**src/wsd_pkg.sv**
```systemverilog
`default_nettype none
// ----------------------------------------------------------------------------
// WebSocket deframer package
// Shared types and constants for the frame parser, the item queue and the
// result stage.
// ----------------------------------------------------------------------------
package wsd_pkg;

    localparam int unsigned FIFO_DEPTH = 4;

    localparam logic [6:0] LEN16_CODE = 7'd126;
    localparam logic [6:0] LEN64_CODE = 7'd127;
    localparam logic [3:0] LEN16_BYTES = 4'd2;
    localparam logic [3:0] LEN64_BYTES = 4'd8;
    localparam logic [2:0] KEY_BYTES = 3'd4;

    localparam logic [3:0] OP_TEXT = 4'h1;
    localparam logic [3:0] OP_CLOSE = 4'h8;
    localparam logic [3:0] OP_PING = 4'h9;

    localparam logic [1:0] CLASS_DATA = 2'd0;
    localparam logic [1:0] CLASS_TEXT = 2'd1;
    localparam logic [1:0] CLASS_PING = 2'd2;
    localparam logic [1:0] CLASS_CLOSE = 2'd3;

    typedef struct packed {
        logic [7:0] data;
        logic [7:0] key;
        logic [3:0] opcode;
        logic       fin;
        logic       last;
        logic       empty;
    } wsd_item_t;

    function automatic logic [1:0] class_of(input logic [3:0] op);
        logic [1:0] cls;
        case (op)
            OP_TEXT:  cls = CLASS_TEXT;
            OP_PING:  cls = CLASS_PING;
            OP_CLOSE: cls = CLASS_CLOSE;
            default:  cls = CLASS_DATA;
        endcase
        return cls;
    endfunction

endpackage
`default_nettype wire

```
**src/websocket_frame_deframer_top.sv**
```systemverilog
`default_nettype none
// ----------------------------------------------------------------------------
// WebSocket frame deframer
// Receive-side frame parser: one stream byte in, at most one payload result out.
// ----------------------------------------------------------------------------
// The block takes one stream byte per cycle and sustains one byte per cycle
// while the queue is not full. A payload byte reaches the output through
// the queue: the parser queues it, and the result stage unmasks it into the
// output register. Header, length and key bytes produce no result; a
// frame with a zero-length payload produces one empty marker with tlast
// set. The queue between the parser and the result stage holds FIFO_DEPTH
// items, and the parser stalls only when that queue is full.
module websocket_frame_deframer_top #(
    parameter int unsigned FIFO_DEPTH = wsd_pkg::FIFO_DEPTH
) (
    input  wire logic       clk,
    input  wire logic       rst_n,
    input  wire logic       s_axis_tvalid,
    output logic            s_axis_tready,
    input  wire logic [7:0] s_axis_tdata,   // [7:0] rx_byte
    output logic            m_axis_tvalid,
    input  wire logic       m_axis_tready,
    output logic [7:0]      m_axis_tdata,   // [7:0] payload_byte
    output logic            m_axis_tlast,
    output logic [7:0]      m_axis_tuser    // [3:0] frame_opcode, [4] final_fragment,
                                            // [6:5] message_class, [7] empty_frame
);
    import wsd_pkg::*;

    wsd_item_t push_item, head_item;
    logic      q_push, q_full, q_pop, q_empty;
    logic [3:0] opcode;
    logic       fin;
    logic [1:0] cls;
    logic       empty;

    wsd_front u_front (
        .clk      (clk),
        .rst_n    (rst_n),
        .in_valid (s_axis_tvalid),
        .in_ready (s_axis_tready),
        .in_byte  (s_axis_tdata),
        .q_full   (q_full),
        .q_push   (q_push),
        .q_item   (push_item)
    );

    wsd_fifo #(
        .DEPTH (FIFO_DEPTH)
    ) u_fifo (
        .clk       (clk),
        .rst_n     (rst_n),
        .push      (q_push),
        .push_item (push_item),
        .full      (q_full),
        .pop       (q_pop),
        .empty     (q_empty),
        .head_item (head_item)
    );

    wsd_back u_back (
        .clk        (clk),
        .rst_n      (rst_n),
        .q_empty    (q_empty),
        .q_item     (head_item),
        .q_pop      (q_pop),
        .out_valid  (m_axis_tvalid),
        .out_ready  (m_axis_tready),
        .out_byte   (m_axis_tdata),
        .out_opcode (opcode),
        .out_fin    (fin),
        .out_class  (cls),
        .out_last   (m_axis_tlast),
        .out_empty  (empty)
    );

    assign m_axis_tuser = {empty, cls, fin, opcode};

    property p_empty_marker;
        @(posedge clk) disable iff (!rst_n)
        (m_axis_tvalid && empty) |-> (m_axis_tlast && m_axis_tdata == 8'd0);
    endproperty
    assert property (p_empty_marker)
        else $error("Empty frame marker without tlast or with nonzero data.");

    property p_class_text;
        @(posedge clk) disable iff (!rst_n)
        m_axis_tvalid |-> ((opcode == OP_TEXT) == (cls == CLASS_TEXT));
    endproperty
    assert property (p_class_text)
        else $error("Message class does not match the text opcode.");

    property p_class_other;
        @(posedge clk) disable iff (!rst_n)
        (m_axis_tvalid && opcode != OP_TEXT && opcode != OP_PING && opcode != OP_CLOSE)
            |-> (cls == CLASS_DATA);
    endproperty
    assert property (p_class_other)
        else $error("Nonzero message class for a data or reserved opcode.");

    property p_no_push_when_full;
        @(posedge clk) disable iff (!rst_n)
        q_full |-> !q_push;
    endproperty
    assert property (p_no_push_when_full)
        else $error("Parser pushed an item into a full queue.");

endmodule
`default_nettype wire

```
**src/wsd_front.sv**
```systemverilog
`default_nettype none
// ----------------------------------------------------------------------------
// WebSocket deframer front end
// Parses header, extended length and masking key, and queues one item per
// payload byte or per empty frame.
// ----------------------------------------------------------------------------
module wsd_front (
    input  wire logic               clk,
    input  wire logic               rst_n,
    input  wire logic               in_valid,
    output logic                    in_ready,
    input  wire logic [7:0]         in_byte,
    input  wire logic               q_full,
    output logic                    q_push,
    output wsd_pkg::wsd_item_t      q_item
);
    import wsd_pkg::*;

    typedef enum logic [4:0] {
        PH_FIRST  = 5'b00001,
        PH_SECOND = 5'b00010,
        PH_EXTLEN = 5'b00100,
        PH_KEY    = 5'b01000,
        PH_DATA   = 5'b10000
    } phase_t;

    phase_t      phase_reg, phase_next;
    logic [7:0]  header_reg, header_next;
    logic [63:0] remain_reg, remain_next;
    logic [3:0]  len_left_reg, len_left_next;
    logic        masked_reg, masked_next;
    logic [31:0] key_reg, key_next;
    logic [2:0]  key_left_reg, key_left_next;
    logic [1:0]  key_idx_reg, key_idx_next;

    logic        accept;
    logic [63:0] len_shift;
    logic [3:0]  len_dec;
    logic [2:0]  key_dec;
    logic [7:0]  key_byte;
    logic        last_byte;

    assign in_ready = !q_full;
    assign accept = in_valid && in_ready;
    assign len_shift = {remain_reg[55:0], in_byte};
    assign len_dec = (len_left_reg != 4'd0) ? len_left_reg - 4'd1 : 4'd0;
    assign key_dec = (key_left_reg != 3'd0) ? key_left_reg - 3'd1 : 3'd0;
    assign last_byte = (remain_reg[63:1] == 63'd0);

    always_comb
    begin
        case (key_idx_reg)
            2'd0:    key_byte = key_reg[31:24];
            2'd1:    key_byte = key_reg[23:16];
            2'd2:    key_byte = key_reg[15:8];
            default: key_byte = key_reg[7:0];
        endcase
    end

    always_comb
    begin
        phase_next = phase_reg;
        header_next = header_reg;
        remain_next = remain_reg;
        len_left_next = len_left_reg;
        masked_next = masked_reg;
        key_next = key_reg;
        key_left_next = key_left_reg;
        key_idx_next = key_idx_reg;
        q_push = 1'b0;
        q_item.data = 8'd0;
        q_item.key = 8'd0;
        q_item.opcode = header_reg[3:0];
        q_item.fin = header_reg[7];
        q_item.last = 1'b1;
        q_item.empty = 1'b1;
        if (accept)
        begin
            case (phase_reg)
                PH_SECOND:
                begin
                    masked_next = in_byte[7];
                    if (in_byte[6:0] == LEN16_CODE || in_byte[6:0] == LEN64_CODE)
                    begin
                        remain_next = 64'd0;
                        len_left_next = (in_byte[6:0] == LEN16_CODE) ? LEN16_BYTES
                                                                      : LEN64_BYTES;
                        phase_next = PH_EXTLEN;
                    end
                    else
                    begin
                        remain_next = {57'd0, in_byte[6:0]};
                        key_idx_next = 2'd0;
                        if (in_byte[7])
                        begin
                            key_next = 32'd0;
                            key_left_next = KEY_BYTES;
                            phase_next = PH_KEY;
                        end
                        else if (in_byte[6:0] == 7'd0)
                        begin
                            q_push = 1'b1;
                            phase_next = PH_FIRST;
                        end
                        else
                        begin
                            phase_next = PH_DATA;
                        end
                    end
                end
                PH_EXTLEN:
                begin
                    remain_next = len_shift;
                    len_left_next = len_dec;
                    key_idx_next = 2'd0;
                    if (len_dec == 4'd0)
                    begin
                        if (masked_reg)
                        begin
                            key_next = 32'd0;
                            key_left_next = KEY_BYTES;
                            phase_next = PH_KEY;
                        end
                        else if (len_shift == 64'd0)
                        begin
                            q_push = 1'b1;
                            phase_next = PH_FIRST;
                        end
                        else
                        begin
                            phase_next = PH_DATA;
                        end
                    end
                end
                PH_KEY:
                begin
                    key_next = {key_reg[23:0], in_byte};
                    key_left_next = key_dec;
                    key_idx_next = 2'd0;
                    if (key_dec == 3'd0)
                    begin
                        if (remain_reg == 64'd0)
                        begin
                            q_push = 1'b1;
                            phase_next = PH_FIRST;
                        end
                        else
                        begin
                            phase_next = PH_DATA;
                        end
                    end
                end
                PH_DATA:
                begin
                    q_push = 1'b1;
                    q_item.data = in_byte;
                    q_item.key = masked_reg ? key_byte : 8'd0;
                    q_item.last = last_byte;
                    q_item.empty = 1'b0;
                    remain_next = remain_reg - 64'd1;
                    key_idx_next = key_idx_reg + 2'd1;
                    if (last_byte)
                    begin
                        phase_next = PH_FIRST;
                    end
                end
                default:
                begin
                    header_next = in_byte;
                    phase_next = PH_SECOND;
                end
            endcase
        end
    end

    always_ff @(posedge clk or negedge rst_n)
    begin
        if (!rst_n)
        begin
            phase_reg <= PH_FIRST;
            header_reg <= 8'd0;
            remain_reg <= 64'd0;
            len_left_reg <= 4'd0;
            masked_reg <= 1'b0;
            key_reg <= 32'd0;
            key_left_reg <= 3'd0;
            key_idx_reg <= 2'd0;
        end
        else
        begin
            phase_reg <= phase_next;
            header_reg <= header_next;
            remain_reg <= remain_next;
            len_left_reg <= len_left_next;
            masked_reg <= masked_next;
            key_reg <= key_next;
            key_left_reg <= key_left_next;
            key_idx_reg <= key_idx_next;
        end
    end

endmodule
`default_nettype wire

```
**src/wsd_fifo.sv**
```systemverilog
`default_nettype none
// ----------------------------------------------------------------------------
// WebSocket deframer item queue
// Short first-in first-out buffer between the parser and the result stage.
// ----------------------------------------------------------------------------
module wsd_fifo #(
    parameter int unsigned DEPTH = wsd_pkg::FIFO_DEPTH
) (
    input  wire logic               clk,
    input  wire logic               rst_n,
    input  wire logic               push,
    input  wire wsd_pkg::wsd_item_t push_item,
    output logic                    full,
    input  wire logic               pop,
    output logic                    empty,
    output wsd_pkg::wsd_item_t      head_item
);
    import wsd_pkg::*;

    localparam int unsigned PW = (DEPTH > 1) ? $clog2(DEPTH) : 1;
    localparam int unsigned CW = $clog2(DEPTH + 1);
    localparam logic [PW-1:0] LAST_PTR = PW'(DEPTH - 1);
    localparam logic [CW-1:0] FULL_COUNT = CW'(DEPTH);

    wsd_item_t     mem [DEPTH];
    logic [PW-1:0] wr_ptr_reg, rd_ptr_reg;
    logic [CW-1:0] count_reg;
    logic          do_push, do_pop;

    assign full = (count_reg == FULL_COUNT);
    assign empty = (count_reg == '0);
    assign do_push = push && !full;
    assign do_pop = pop && !empty;
    assign head_item = mem[rd_ptr_reg];

    always_ff @(posedge clk)
    begin
        if (do_push)
        begin
            mem[wr_ptr_reg] <= push_item;
        end
    end

    always_ff @(posedge clk or negedge rst_n)
    begin
        if (!rst_n)
        begin
            wr_ptr_reg <= '0;
            rd_ptr_reg <= '0;
            count_reg <= '0;
        end
        else
        begin
            if (do_push)
            begin
                wr_ptr_reg <= (wr_ptr_reg == LAST_PTR) ? '0 : wr_ptr_reg + 1'b1;
            end
            if (do_pop)
            begin
                rd_ptr_reg <= (rd_ptr_reg == LAST_PTR) ? '0 : rd_ptr_reg + 1'b1;
            end
            if (do_push && !do_pop)
            begin
                count_reg <= count_reg + 1'b1;
            end
            else if (do_pop && !do_push)
            begin
                count_reg <= count_reg - 1'b1;
            end
        end
    end

endmodule
`default_nettype wire

```
**src/wsd_back.sv**
```systemverilog
`default_nettype none
// ----------------------------------------------------------------------------
// WebSocket deframer result stage
// Unmasks queued bytes, derives the message class and holds the result in an
// output register.
// ----------------------------------------------------------------------------
module wsd_back (
    input  wire logic               clk,
    input  wire logic               rst_n,
    input  wire logic               q_empty,
    input  wire wsd_pkg::wsd_item_t q_item,
    output logic                    q_pop,
    output logic                    out_valid,
    input  wire logic               out_ready,
    output logic [7:0]              out_byte,
    output logic [3:0]              out_opcode,
    output logic                    out_fin,
    output logic [1:0]              out_class,
    output logic                    out_last,
    output logic                    out_empty
);
    import wsd_pkg::*;

    logic       valid_reg;
    logic [7:0] byte_reg;
    logic [3:0] opcode_reg;
    logic       fin_reg;
    logic [1:0] class_reg;
    logic       last_reg;
    logic       empty_reg;

    assign q_pop = !q_empty && (!valid_reg || out_ready);

    always_ff @(posedge clk or negedge rst_n)
    begin
        if (!rst_n)
        begin
            valid_reg <= 1'b0;
        end
        else if (q_pop)
        begin
            valid_reg <= 1'b1;
        end
        else if (out_ready)
        begin
            valid_reg <= 1'b0;
        end
    end

    always_ff @(posedge clk)
    begin
        if (q_pop)
        begin
            byte_reg <= q_item.data ^ q_item.key;
            opcode_reg <= q_item.opcode;
            fin_reg <= q_item.fin;
            class_reg <= class_of(q_item.opcode);
            last_reg <= q_item.last;
            empty_reg <= q_item.empty;
        end
    end

    assign out_valid = valid_reg;
    assign out_byte = byte_reg;
    assign out_opcode = opcode_reg;
    assign out_fin = fin_reg;
    assign out_class = class_reg;
    assign out_last = last_reg;
    assign out_empty = empty_reg;

endmodule
`default_nettype wire
```
**config.mk**
```make
export PLATFORM = sky130hd
export DESIGN_NAME = websocket_frame_deframer_top
export DESIGN_NICKNAME = d
export VERILOG_FILES = /design/src/wsd_pkg.sv /design/src/websocket_frame_deframer_top.sv /design/src/wsd_front.sv /design/src/wsd_fifo.sv /design/src/wsd_back.sv
export SDC_FILE = /design/constraint.sdc
export NUM_CORES = 1
export LEC_CHECK = 0
export ABC_AREA = 1
export BUFFER_PORTS_ARGS = -buffer_cell sky130_fd_sc_hd__buf_2
export CAP_MARGIN = 20
export CORE_MARGIN = 2
export CORE_UTILIZATION = 45
export CTS_BUF_LIST = sky130_fd_sc_hd__clkbuf_8
export CTS_CLUSTER_SIZE = 10
export DETAILED_ROUTE_END_ITERATION = 6
export SLEW_MARGIN = 20
export SYNTH_ARGS = -nofsm -noshare
export SYNTH_HDL_FRONTEND = slang
export SYNTH_SLANG_ARGS = --single-unit
```
**constraint.sdc**
```tcl
create_clock -name clk -period 4.15 [get_ports clk]
set_clock_uncertainty 0.1 [all_clocks]
set_input_delay 0.2075 -clock clk [delete_from_list [all_inputs] [get_ports clk]]
set_output_delay 0.2075 -clock clk [all_outputs]
set_load 0.05 [all_outputs]
```
# Yosys cells after proc, flatten, opt, wreduce, memory -nomap -nowiden
# Memories as Yosys holds them, arrays and structs flattened.
# Index checks and enable logic that the tools add are counted.
# W data, S select, Z words.
# classes
addsub,8
n_eq_ne,21
muxes,54
n_bitwise,2
n_reduce_logical,38
# op_table
op,n
$pmux W64 S3,1
$logic_not A64 Y1,2
$mux W32,4
$pmux W32 S3,1
$sub A64 B1 Y64 const B,1
$logic_not A63 Y1,1
$mux W5,9
$mux W16,2
$pmux W8 S3,1
$mux W3,7
$pmux W5 S4,1
$eq A7 B7 Y1 const B,2
$mux W1,13
$mux W4,3
$pmux W2 S3,2
$reduce_bool A3 Y1,4
$mux W2,5
$ne A2 B1 Y1 const B,5
$pmux W3 S3,1
$eq A4 B4 Y1 const B,2
$mux W8,1
$pmux W4 S2,1
$xor A8 B8 Y8,1
$logic_not A7 Y1,1
30 further kinds,52
# totals
register_bits,144
ram_bits,92
in_bits,12
output_inout_bits,19
mem_count,1
# mem_list
memory,depth,word_bits,rd,rd_clocked_by_memory_dff,write_ports,line_no,rtl
u_fifo.mem,4,23,1,0,1,wsd_fifo.sv:25,wsd_item_t mem [DEPTH];

# Longest topological paths before layout
# Gate-level depths: netlist of the first run.
# logic_depth
word_depth,11
ltp_mapped,18
depth_no_buf,18

# By module
# From an unflattened synthesis of the first run, not the netlist that was laid out.
# hier_totals
cells_unflattened,1566
hier_area_um2,12643.4
# by_module_without_submodules
mod,instances,cells_per_inst,area_per_inst_um2,seq_area_each_um2
wsd_front,1,1199,7798.7,2904.0
wsd_fifo,1,329,4174.0,2937.8
wsd_back,1,36,655.6,535.5
websocket_frame_deframer_top,1,2,15.0,0.0

# Worst setup path before layout of the first run
# OpenSTA, ideal clock, no wires.
# synth_timing
path_kind,reg2reg
start,"register u_back.valid_reg, in the netlist u_back.out_valid"
end,register u_fifo.count_reg[1]
setup_time_ns,0.123
arrival_ns,2.812
setup_slack_ns,1.115
stages_incl_launch_ff,10
period_less_slack_ns,3.035
cell_sequence,dfrtp_1 > inv_1 > nor2_1 > a31oi_1 > inv_1 > ha_1 > inv_1 > fa_1 > nor2_1 > a21oi_1
# synth_between
elab_chain_len,7
# synth_rtl
item,line_no,rtl
from (decl),wsd_back.sv:24,logic valid_reg;
from (signal assigned),wsd_back.sv:38,valid_reg <= 1'b0;
from (signal assigned),wsd_back.sv:42,valid_reg <= 1'b1;
from (signal assigned),wsd_back.sv:46,valid_reg <= 1'b0;
$logic_not A1 Y1 (*),wsd_back.sv:32,assign q_pop = !q_empty && (!valid_reg || out_ready);
$logic_or A1 B1 Y1 (*),wsd_back.sv:32,
$logic_and A1 B1 Y1 (*),wsd_back.sv:32,
net q_pop,websocket_frame_deframer_top.sv:31,"logic q_push, q_full, q_pop, q_empty;"
$logic_and A1 B1 Y1 (*),wsd_fifo.sv:33,assign do_pop = pop && !empty;
$logic_not A1 Y1,wsd_fifo.sv:62,if (do_push && !do_pop)
$logic_and A1 B1 Y1,wsd_fifo.sv:62,
$mux W3 / $reduce_bool A2 Y1 (equally long branches),n/a,
to (signal assigned),wsd_fifo.sv:64,count_reg <= count_reg + 1'b1;
to (signal assigned),wsd_fifo.sv:68,count_reg <= count_reg - 1'b1;
to (decl),wsd_fifo.sv:27,logic [CW-1:0] count_reg;
# Mark *: on every way through the listed nets, which the timed path passes. The rest lies on a longest branch.
# A chain may end at the register's enable or synchronous reset.

# Final worst setup path of the first run
# layout_timing
start,register u_front.remain_reg[31]
end,register u_fifo.count_reg[2]
# layout_between
elab_chain_len,10
# layout_rtl
item,line_no,rtl
from (decl),wsd_front.sv:29,"logic [63:0] remain_reg, remain_next;"
from (signal assigned),wsd_front.sv:193,remain_reg <= remain_next;
$logic_not A64 Y1,wsd_front.sv:124,else if (len_shift == 64'd0)
$mux W1,wsd_front.sv:124,
$mux W1,wsd_front.sv:118,if (masked_reg)
$mux W1,wsd_front.sv:116,if (len_dec == 4'd0)
$pmux W1 S4 (*),wsd_front.sv:79,case (phase_reg)
$mux W1 (*),wsd_front.sv:77,if (accept)
$logic_and A1 B1 Y1 (*),wsd_fifo.sv:32,assign do_push = push && !full;
net u_fifo.do_push,wsd_fifo.sv:28,"logic do_push, do_pop;"
$logic_not A1 Y1,wsd_fifo.sv:66,else if (do_pop && !do_push)
$logic_and A1 B1 Y1,wsd_fifo.sv:66,
$reduce_bool A2 Y1 (no line),n/a,
# Marks and branches as above.

==> summary.md, run 1 <==
| Metric | Value |
|---|---|
| FMAX | 319 MHz |
| Most used DFF post-synth | dfrtp_1 |
| Worst relative slew slack | 42.9% |
| Hold crit path type | input port to async pin |
| Post-synth ARST share | 53.2% |
| RSZ-0062 raised after global routing | no |
| TritonCTS clock tree | built |
| Pwr Density | 697 nW/um^2 |
| Critical Path RT | 4480 ps |
| Cell row count | 60 |
| Number of global-route vias before repair | 10000 |
| Seq/Total Area, Yosys | 52.4% |
| Share of post-route cells with drive strength above 1 | 8.21% |
| CP Cell Sequence | nor2_1 -> nand2_1 -> nor2_2 -> nand2_1 -> nor2_1 -> nand4_1 -> nand2_1 -> nand2_1 -> nand2_1 -> nand2_2 -> inv_1 -> ha_1 -> inv_1 -> fa_1 -> a21oi_1 -> o21ai_0 -> xor2_1 |
| YS warnings | 0 |
| CTS resizes | 0 |
| Max FFs per register | 92 |
| Fillers | 2558 |
| Final GP Congestion | 0.902 |
| Post-Syn Instances | 1460 |
| Area growth, synth to finish | 11.1% |
| Max Cap Viol | 0 |
| Busiest grt layer | met2 |
| Gr usage total | 23.9% |
| I/O pin count | 31 |
| Type of element capturing the critical path | flop |
| Core area | 26700 sq um |
| CTS H-Tree Depth | 2 |
| Tot Pwr | 9.42 mW |
| Die height | 168 um |
| Total gr overflow | 0 |
| First-pass GRT wire length | 54000 um |
| Dpl ws | 1050 ps |
| Die W | 168 um |
| Clock Latency Late Sink | 570 ps |
| Post-Syn Area per Cell | 8.34 sq um |
| Residual DRC | 0 |
| DR iter-0 viols | 841 |
| Clock Path Buffers | 3 |
| CP startpoint kind | flop |
| Pleak | 5.65 nW |
| Synth cell types | 44 |
| Total Wirelength | 33200 um |
| Max incr delay on CP | 430 ps |
| Nets@finish | 1533 |
| Post CTS Setup Buffer Count | 0 |
| CP max-delay cell | dfrtp_1 |
| M2 GR Usage | 37.0% |
| Fin crit share | 75.4% |
| Most common cell after layout, fill and taps aside | nand2_1 |
| Vias | 10400 |
| Largest net degree at the start of global routing | 75 |
| Worst Setup Slack, final | 1020 ps |
| Initial antenna violation count | 0 |
| Worst Path Max Fanout | 7 |
| Met3 Resource Use GR | 3.97% |
| Post-Syn Nets | 1487 |
| Post-DRT Antenna Nets | 0 |
| Met1 GRT Util | 34.6% |
| Total CTS buffers | 42 |
| DIE AREA | 28400 sq um |
| Post-DP HPWL | 22500 um |
| Worst Max-Slew Pin Slew | 855 ps |
| Clock root cell | clkbuf_8 |
| Starting density of the core | 45.5% |
| Setup CP Type | flop to flop |
| I/O Buffers | 30 |
| Post-Syn Area | 12200 sq um |
| Setup violators final | 0 |
| Synthesized flop and latch total | 233 |
| Clock Sinks | 233 |
| Setup TNS Final | 0 ps |
| CP Data Arrival Time | 3470 ps |
| Hold buffers post-CTS | 10 |
| Outcome | completed |
| Maximum vdd ir drop | 0.302 mV |
| Wire per inst | 17.7 um |
| Total iterations of the first detailed-routing run | 5 |
| Worst-path clk slew | 60 ps |
| Hold Vio Cnt, Final | 0 |
| Tmin final | 3130 ps |
| EDFF count, synth | 109 |
| Most frequent cells in the layout | 263 x nand2_1, 219 x nor2_1, 178 x inv_1 |
| Vias/cell | 5.54 |
| Cell mode on critical path | nand2_1 |
| Antenna cells | 0 |
| Max-slew violation count | 0 |
[cells by family after synthesis]
| group | count (synthesis) | synth area share [%] |
|---|---|---|
| compound gates | 315 | 14.7 |
| buf+inv | 222 | 7.27 |
| flops | 233 | 52.4 |
| xor+xnor | 16 | 1.15 |
| fa+ha+maj | 15 | 1.60 |
| simple gates | 659 | 22.8 |
[per-stage QoR]
| stage | utilization (%) | hold slack [ps] | cells | area (sq um) |
|---|---|---|---|---|
| 6_report | 50.6 | 169 | 1875 | 13500 |
| 5_1_grt | 50.6 | 170 | 1875 | 13500 |
| 4_1_cts | 50.6 | 147 | 1875 | 13500 |
| 3_5_place_dp | 47.3 | 210 | 1793 | 12700 |
| 3_3_place_gp | 47.3 | 209 | 1793 | 12700 |
| 2_1_floorplan | - | -188 | 1460 | 12200 |
[final cells by class]
class | count | area (sq um) | area share, %
repair buffers | 60 | 407 | 3.01
well taps | 341 | 427 | 3.16
multi-input cells | 1005 | 4930 | 36.4
clock inverters | 26 | 133 | 0.981
clock buffers | 46 | 633 | 4.68
inverters | 164 | 616 | 4.55
flip-flops and latches | 233 | 6380 | 47.2
[per-layer routing]
layer  part of all wire (%)  vias up
met2                     44      301
met1                     47     4991
li1                       -     5033
met3                    5.8       61
met4                    2.4        0
met5                      0        -
[worst max-delay path, delay by kind of cell, from the launching register on]
kind                     cells  cell delay [ps]
AO/OA/AOI/OAI                2              260
XOR/XNOR                     1              150
adder cells (fa/ha/maj)      2              510
buffers and inverters        2              140
flip-flops                   1              430
AND/OR/NAND/NOR             10             1400
[path summary, 6_finish.rpt]
kind | endpoint | from | cells after the start | slack (ps)
setup / recovery | u_fifo.count_reg[2] | u_front.remain_reg[31] | 17 | 1020
hold / removal | u_front.remain_reg[4] | rst_n | 2 | 170
setup reg to reg | u_fifo.count_reg[2] | u_front.remain_reg[31] | 17 | 1020
hold reg to reg | u_front.phase_reg[1] | u_front.phase_reg[1] | 2 | 410
max in group asynchronous | u_front.phase_reg[0] | rst_n | 3 | 2850
min in group clk | u_fifo.mem[1][21] | s_axis_tvalid | 3 | 180
[synthesized netlist by cell type (all sizes together) (3+ instances only)]
cell type | instances | share of area, %
nand2 | 265 | 8.2
nor2 | 230 | 7.3
inv | 164 | 5.1
o21ai | 137 | 5.6
dfrtp | 123 | 25
nand3 | 116 | 4.8
edfxtp | 109 | 27
a21oi | 79 | 3.3
a22oi | 42 | 2.6
clkbuf | 37 | 1.2
o22ai | 27 | 1.4
nand4 | 22 | 1.1
buf | 21 | 1.0
a211oi | 17 | 1.0
xor2 | 15 | 1.1
ha | 14 | 1.4
nor3 | 14 | 0.58
and2 | 6 | 0.31
a31oi | 4 | 0.21
a32oi | 3 | 0.22
[report_power, final]
part	switching, mW	internal (mW)	leakage [nW]	total, mW
Sequential	0.555	3.09	2.63	3.64
Combinational	2.66	1.13	2.55	3.79
Clock	0.965	1.03	0.463	1.99
No activity file was read; power rests on OpenSTA's default activity.
==> run 2: changes to the inputs <==
- ABC_AREA: 1 -> 0
- clock period: 4.15 -> 2.8 ns (I/O delays scaled with it)
==> summary.md, run 2 <==
| Metric | Value |
|---|---|
| Largest net degree at the start of global routing | 105 (was 75) |
| Synthesized flop and latch total | 233 (unchanged) |
| Worst Max-Slew Pin Slew | 858 ps (was 855 ps) |
| Cell mode on critical path | xor2_1 (was nand2_1) |
| CP max-delay cell | or4_4 (was dfrtp_1) |
| First-pass GRT wire length | 47400 um (was 54000 um) |
| Worst Setup Slack, final | -112 ps (was 1020 ps) |
| Post-Syn Area per Cell | 10.7 sq um (was 8.34 sq um) |
| Worst-path clk slew | 60 ps (about the same) |
| Busiest grt layer | met2 (unchanged) |
| CTS H-Tree Depth | 2 (unchanged) |
| Met1 GRT Util | 32.5% (was 34.6%) |
| Type of element capturing the critical path | flop (unchanged) |
| CP Data Arrival Time | 3270 ps (was 3470 ps) |
| Fin crit share | 104% (was 75.4%) |
| Max FFs per register | 92 (unchanged) |
| Hold crit path type | input port to async pin (unchanged) |
| Layout Cells excl Fill | 1589 (was 1875) |
| Residual DRC | 0 (unchanged) |
| Nets@finish | 1260 (was 1533) |
| Total CTS buffers | 41 (was 42) |
| Post-DP HPWL | 19600 um (was 22500 um) |
| Wire per inst | 18.3 um (was 17.7 um) |
| Setup violators final | 2 (was 0) |
| Post-Syn Area | 11400 sq um (was 12200 sq um) |
| Worst relative slew slack | 42.3% (was 42.9%) |
| Clock root cell | clkbuf_8 (unchanged) |
| Starting density of the core | 45.6% (was 45.5%) |
| M2 GR Usage | 34.6% (was 37.0%) |
| Core area | 25000 sq um (was 26700 sq um) |
| Placed cells | 1503 (was 1793) |
| Max Cap Viol | 0 (unchanged) |
| I/O pin count | 31 (unchanged) |
| Tot Pwr | 11.9 mW (was 9.42 mW) |
| Setup TNS Final | -169 ps (was 0 ps) |
| Pwr Density | 851 nW/um^2 (was 697 nW/um^2) |
| RSZ-0062 raised after global routing | yes (was no) |
| Post-synth ARST share | 53.2% (unchanged) |
| Most frequent cells in the layout | 143 x buf_4, 123 x dfrtp_1, 117 x nand2_1 (was 263 x nand2_1, 219 x nor2_1, 178 x inv_1) |
| FF-to-FF End | u_fifo.count_reg[2] (unchanged) |
| R2R setup slack | -110 ps (was 1020 ps) |
| Max incr delay on CP | 560 ps (was 430 ps) |
| Clock Path Buffers | 3 (unchanged) |
| Failing checks | setup timing |
| YS warnings | 0 (unchanged) |
| FMAX | 343 MHz (was 319 MHz) |
| I/O Buffers | 30 (unchanged) |
| Post-Syn Nets | 1095 (was 1487) |
| Most used DFF post-synth | dfrtp_1 (unchanged) |
| Post-Syn Instances | 1068 (was 1460) |
| Clock Latency Late Sink | 560 ps (was 570 ps) |
| Max-slew violation count | 0 (unchanged) |
| Die height | 163 um (was 168 um) |
| FF-to-FF path depth | 11 (was 17) |
| Number of global-route vias before repair | 8985 (was 10000) |
| Synth top area share | 28.7% (was 26.9%) |
| Synth cell types | 71 (was 44) |
| Synth area leader | edfxtp_1 (unchanged) |
| DIE AREA | 26700 sq um (was 28400 sq um) |
| Post-DRT Antenna Nets | 0 (unchanged) |
| Critical Path RT | 3160 ps (was 4480 ps) |
| Gr usage total | 22.4% (was 23.9%) |
| Fillers | 2172 (was 2558) |
| Met3 Resource Use GR | 3.45% (was 3.97%) |
| Hold Vio Cnt, Final | 0 (unchanged) |
| Share of post-route cells with drive strength above 1 | 24.0% (was 8.21%) |
| Total Wirelength | 29100 um (was 33200 um) |
| Tmin final | 2910 ps (was 3130 ps) |
| Clock Sinks | 233 (unchanged) |
| Post-synth top cells | 123 x dfrtp_1, 117 x nand2_1, 109 x edfxtp_1 (was 263 x nand2_1, 223 x nor2_1, 159 x inv_1) |
| Total iterations of the first detailed-routing run | 6 (was 5) |
| Synth area leaders | edfxtp_1 29%, dfrtp_1 27%, nand2_1 3.8% (was edfxtp_1 27%, dfrtp_1 25%, nand2_1 8.1%) |
| Initial antenna violation count | 0 (unchanged) |
| Die W | 163 um (was 168 um) |
| Seq/Total Area, Yosys | 55.9% (was 52.4%) |
| Vias/cell | 5.71 (was 5.54) |
| Worst hold slack | 34.5 ps (was 169 ps) |
| CP Cell Sequence | or4_4 -> nor4_4 -> and4_4 -> o211ai_4 -> a31oi_4 -> ha_4 -> inv_2 -> fa_2 -> xor2_1 -> nor2_1 -> xor2_1 (was nor2_1 -> nand2_1 -> nor2_2 -> nand2_1 -> nor2_1 -> nand4_1 -> nand2_1 -> nand2_1 -> nand2_1 -> nand2_2 -> inv_1 -> ha_1 -> inv_1 -> fa_1 -> a21oi_1 -> o21ai_0 -> xor2_1) |
| Setup CP Type | flop to flop (unchanged) |
| Area of the multi-input gates | 4770 sq um (was 4930 sq um) |
| Most common cell in the netlist | dfrtp_1 (was nand2_1) |
| Outcome | finished with violations (was completed) |
| DR iter-0 viols | 755 (was 841) |
| Register Area | 6380 sq um (unchanged) |
| Total gr overflow | 0 (unchanged) |
| TritonCTS clock tree | built (unchanged) |
| Maximum vdd ir drop | 0.687 mV (was 0.302 mV) |
| Reg2reg start | u_front.remain_reg[21] (was u_front.remain_reg[31]) |
| Antenna cells | 0 (unchanged) |
| Cell row count | 58 (was 60) |
| Worst Path Max Fanout | 2 (was 7) |
| Area growth, synth to finish | 22.6% (was 11.1%) |
| EDFF count, synth | 109 (unchanged) |
| Final GP Congestion | 0.858 (was 0.902) |
| Vias | 9076 (was 10400) |
| CP startpoint kind | flop (unchanged) |
| Most common cell after layout, fill and taps aside | buf_4 (was nand2_1) |
| Pleak | 5.66 nW (was 5.65 nW) |
run 2: cell count changes in the layout (fill, tap and decap cells not counted), moves of 20 or more:
cell,change
o21ai_0,-51
a22oi_1,-23
nand2_1,-146
nor2_1,-138
buf_4,+123
o22ai_1,-20
o21ai_1,+45
a21oi_1,-24
inv_1,-142
and3_1,+27
nand3_1,-98
xor2_1,+20
run 2: per-layer routing:
layer / vias up / routed length, um
met5: - / 0
met4: 0 / 598
met3: 48 / 1580
met2: 276 / 13300
met1: 4442 / 13600
li1: 4310 / -
run 2: worst max-delay path by stage:
stage | from | to | slack, ps | cells past startpoint
3_3_place_gp | u_front.remain_reg[23] | u_fifo.count_reg[2] | -190 | 11
2_1_floorplan | u_front.remain_reg[20] | u_fifo.count_reg[2] | -310 | 13
3_5_place_dp | u_front.remain_reg[23] | u_fifo.count_reg[2] | -250 | 11
6_report | u_front.remain_reg[21] | u_fifo.count_reg[2] | -110 | 11
5_1_grt | u_front.remain_reg[21] | u_fifo.count_reg[2] | -200 | 11
4_1_cts | u_front.remain_reg[25] | u_fifo.count_reg[2] | -210 | 11
run 2: cell families after synthesis:
group           Yosys count  synth area share (%)
fa+ha+maj                15                  1.71
xor+xnor                 37                  2.84
flops                   233                  55.9
buf+inv                 100                  3.43
compound gates          293                  16.0
mux                      31                  4.49
simple gates            359                  15.7
run 2: final cells by class:
| class | count | share of cell area [%] |
|---|---|---|
| clock inverters | 22 | 1.09 |
| flip-flops and latches | 233 | 45.6 |
| clock buffers | 47 | 4.62 |
| repair buffers | 195 | 11.0 |
| inverters | 27 | 0.724 |
| multi-input cells | 735 | 34.1 |
| well taps | 330 | 2.95 |
run 2: power by group:
part           switching (mW)  internal, mW  total (mW)
clock network            1.41          1.64        3.05
logic                    2.38          1.72        4.10
registers               0.376          4.38        4.75
total                    4.17          7.74        11.9
run 2: worst max-delay path, delay by kind of cell (launching register included):
family | cells | cell delay [ps]
AO/OA/AOI/OAI | 2 | 290
XOR/XNOR | 2 | 310
adder cells (fa/ha/maj) | 2 | 500
buffers and inverters | 1 | 30
flip-flops | 1 | 380
AND/OR/NAND/NOR | 4 | 1210
run 2: what timing repair did:
action                                  CTS  global route
resized for setup                         2            18
hold buffers                             11             0
setup buffers                             2             4
hold endpoints to repair                138             0
pin swaps                                 6            11
endpoints found under the setup margin    2           106
run 2: metrics by stage:
| step | cell area (sq um) | util (%) | setup slack [ps] |
|---|---|---|---|
| global placement | 12900 | 51.7 | -188 |
| floorplan | 11400 | - | -314 |
| global route | 14000 | 55.9 | -204 |
| detailed placement | 12900 | 51.7 | -250 |
| finish | 14000 | 55.9 | -112 |
| CTS | 13900 | 55.4 | -207 |
==> run 3: changes to the inputs <==
==> constraint.sdc (replaced) <==
create_clock -name clk -period 2.8 [get_ports clk]
set_clock_uncertainty 0.1 [all_clocks]
set_input_delay 0.28 -clock clk [delete_from_list [all_inputs] [get_ports clk]]
set_output_delay 0.28 -clock clk [all_outputs]
set_load 0.05 [all_outputs]
==> summary.md, run 3 (synthesized netlist as in run 2, its figures left out) <==
| Metric | Value |
|---|---|
| Worst Max-Slew Pin Slew | 786 ps (was 858 ps) |
| Pwr Density | 842 nW/um^2 (was 851 nW/um^2) |
| FMAX | 330 MHz (was 343 MHz) |
| Max Cap Viol | 0 (unchanged) |
| Switching power of the nets | 4.13 mW (was 4.17 mW) |
| Initial antenna violation count | 1 (was 0) |
| Total Wirelength | 28900 um (was 29100 um) |
| Clock root cell | clkbuf_8 (unchanged) |
| Area growth, synth to finish | 20.7% (was 22.6%) |
| Reg2reg start | u_front.remain_reg[23] (was u_front.remain_reg[21]) |
| Min-Delay Startpoint | s_axis_tdata[4] |
| Maximum vdd ir drop | 0.568 mV (was 0.687 mV) |
| CP Data Arrival Time | 3410 ps (was 3270 ps) |
| Die height | 163 um (unchanged) |
| Type of element capturing the critical path | flop (unchanged) |
| DR iter-0 viols | 718 (was 755) |
| Worst Path Max Fanout | 4 (was 2) |
| Worst-path clk slew | 60 ps (about the same) |
| Register share of total power | 41.3% (was 39.9%) |
| Die W | 163 um (unchanged) |
| Setup CP Type | flop to flop (unchanged) |
| I/O Buffers | 30 (unchanged) |
| Worst relative slew slack | 47.6% (was 42.3%) |
| Clock Path Buffers | 3 (unchanged) |
| RSZ-0062 raised after global routing | yes (unchanged) |
| Total iterations of the first detailed-routing run | 7 (was 6) |
| Largest net degree at the start of global routing | 65 (was 105) |
| Number of global-route vias before repair | 8638 (was 8985) |
| Vias | 9065 (was 9076) |
| Area of the multi-input gates | 4730 sq um (was 4770 sq um) |
| Most frequent cells in the layout | 129 x buf_4, 123 x dfrtp_1, 117 x nand2_1 (was 143 x buf_4, 123 x dfrtp_1, 117 x nand2_1) |
| Pleak | 5.60 nW (was 5.66 nW) |
| Post-DP HPWL | 19900 um (was 19600 um) |
| DIE AREA | 26700 sq um (unchanged) |
| CTS H-Tree Depth | 2 (unchanged) |
| Max-slew violation count | 0 (unchanged) |
| Switching fraction of total power | 35.6% (was 35.0%) |
| Internal | 7.47 mW (was 7.74 mW) |
| Vias/cell | 5.76 (was 5.71) |
| Wire per inst | 18.4 um (was 18.3 um) |
| Worst Setup Slack, final | -233 ps (was -112 ps) |
| Register Area | 6380 sq um (unchanged) |
| Clock Latency Late Sink | 560 ps (about the same) |
| Final core utilization | 55.0% (was 55.9%) |
| Core area | 25000 sq um (unchanged) |
| Nets@finish | 1240 (was 1260) |
| CP startpoint kind | flop (unchanged) |
| Share of post-route cells with drive strength above 1 | 22.4% (was 24.0%) |
| Tot Pwr | 11.6 mW (was 11.9 mW) |
| Clk pwr share | 24.9% (was 25.6%) |
| Cell row count | 58 (unchanged) |
| Fillers | 2197 (was 2172) |
| Crit path launch | u_front.remain_reg[23] (was u_front.remain_reg[21]) |
| Fin crit share | 108% (was 104%) |
| Final GP Congestion | 0.885 (was 0.858) |
| Max FFs per register | 92 (unchanged) |
| Logic pwr share | 33.8% (was 34.5%) |
| Residual DRC | 0 (unchanged) |
| Hold crit path type | input port to flop (was input port to async pin) |
| I/O pin count | 31 (unchanged) |
| Hold Vio Cnt, Final | 0 (unchanged) |
| First-pass GRT wire length | 46400 um (was 47400 um) |
| TritonCTS clock tree | built (unchanged) |
| Worst hold slack | 45.4 ps (was 34.5 ps) |
| Failing checks | setup timing (unchanged) |
| Gr usage total | 22.0% (was 22.4%) |
| Outcome | finished with violations (unchanged) |
| Clock Sinks | 233 (unchanged) |
| Post-DRT Antenna Nets | 0 (unchanged) |
| Total CTS buffers | 41 (unchanged) |
| Dpl ws | -312 ps (was -250 ps) |
| Total gr overflow | 0 (unchanged) |
| Starting density of the core | 45.6% (unchanged) |
| Most common cell after layout, fill and taps aside | buf_4 (unchanged) |
| Critical Path RT | 3180 ps (was 3160 ps) |
| Setup violators final | 94 (was 2) |
| Tmin final | 3030 ps (was 2910 ps) |
## run 3: cell types whose count changed in the layout (fill, tap and decap cells not counted), moves of 4 or more
cell           previous run  this run
and2_2                    4         0
inv_1                    36        48
and2_4                    0         4
dlygate4sd3_1            11         3
buf_4                   143       129
o311ai_0                  0         4
## run 3: path summary, 6_finish.rpt
path,slack [ps],cells after the start,to
worst max-delay path,-230,11,u_fifo.count_reg[2]
worst min-delay path,50,4,u_front.key_reg[4]
worst max register to register,-230,11,u_fifo.count_reg[2]
worst min register to register,390,2,u_front.key_reg[29]
max in group asynchronous,1760,3,u_front.remain_reg[34]
min in group asynchronous,100,2,u_front.key_reg[4]
## run 3: through the flow
step                instance area, sq um  TNS [ps]  cells
floorplan                          11400     -4020   1068
global placement                   12900     -4330   1495
detailed placement                 12900     -4810   1495
CTS                                13700      -388   1571
global route                       13800    -15770   1574
finish                             13800     -4900   1574
## run 3: layout make-up
cell class,count,share of cell area (%)
well taps,330,3.00
diodes,1,0.0182
clock inverters,29,1.08
inverters,27,0.736
multi-input cells,735,34.3
repair buffers,175,10.1
flip-flops and latches,233,46.3
clock buffers,44,4.40
## run 3: what timing repair did
item / in CTS / in global routing
setup buffers: 0 / 2
gates resized for setup: 3 / 10
hold endpoints to repair: 107 / 0
hold buffers: 3 / 0
pin swaps: 3 / 10
endpoints found under the setup margin: 2 / 102
## run 3: worst max-delay path, cell delays in order (launching register included)
cell and delay [ps]:
dfrtp_1 370, or4_4 560, nor4_4 310, and4_4 300, o211ai_2 110, a31oi_4 250, ha_4 170, inv_2 30
fa_2 320, xor2_1 170, nor2_1 130, xor2_1 160
## run 3: per-layer routing
layer | track usage, % | share of wire (%) | vias to the layer above
met2 | 34.6 | 46 | 279
met1 | 31.5 | 46 | 4454
met5 | 0 | 0 | -
met4 | 7.04 | 2.3 | 0
met3 | 3.38 | 6.0 | 54
li1 | - | - | 4278
## run 3: power groups by stage
stage | Combinational, mW | Sequential, mW | Clock, mW
2_1_floorplan | 2.03 | 5.17 | 0
3_3_place_gp | 3.80 | 4.84 | 0
3_5_place_dp | 3.84 | 4.86 | 0
4_1_cts | 3.88 | 4.80 | 2.95
5_1_grt | 4.28 | 4.87 | 3.10
6_report | 3.92 | 4.79 | 2.88
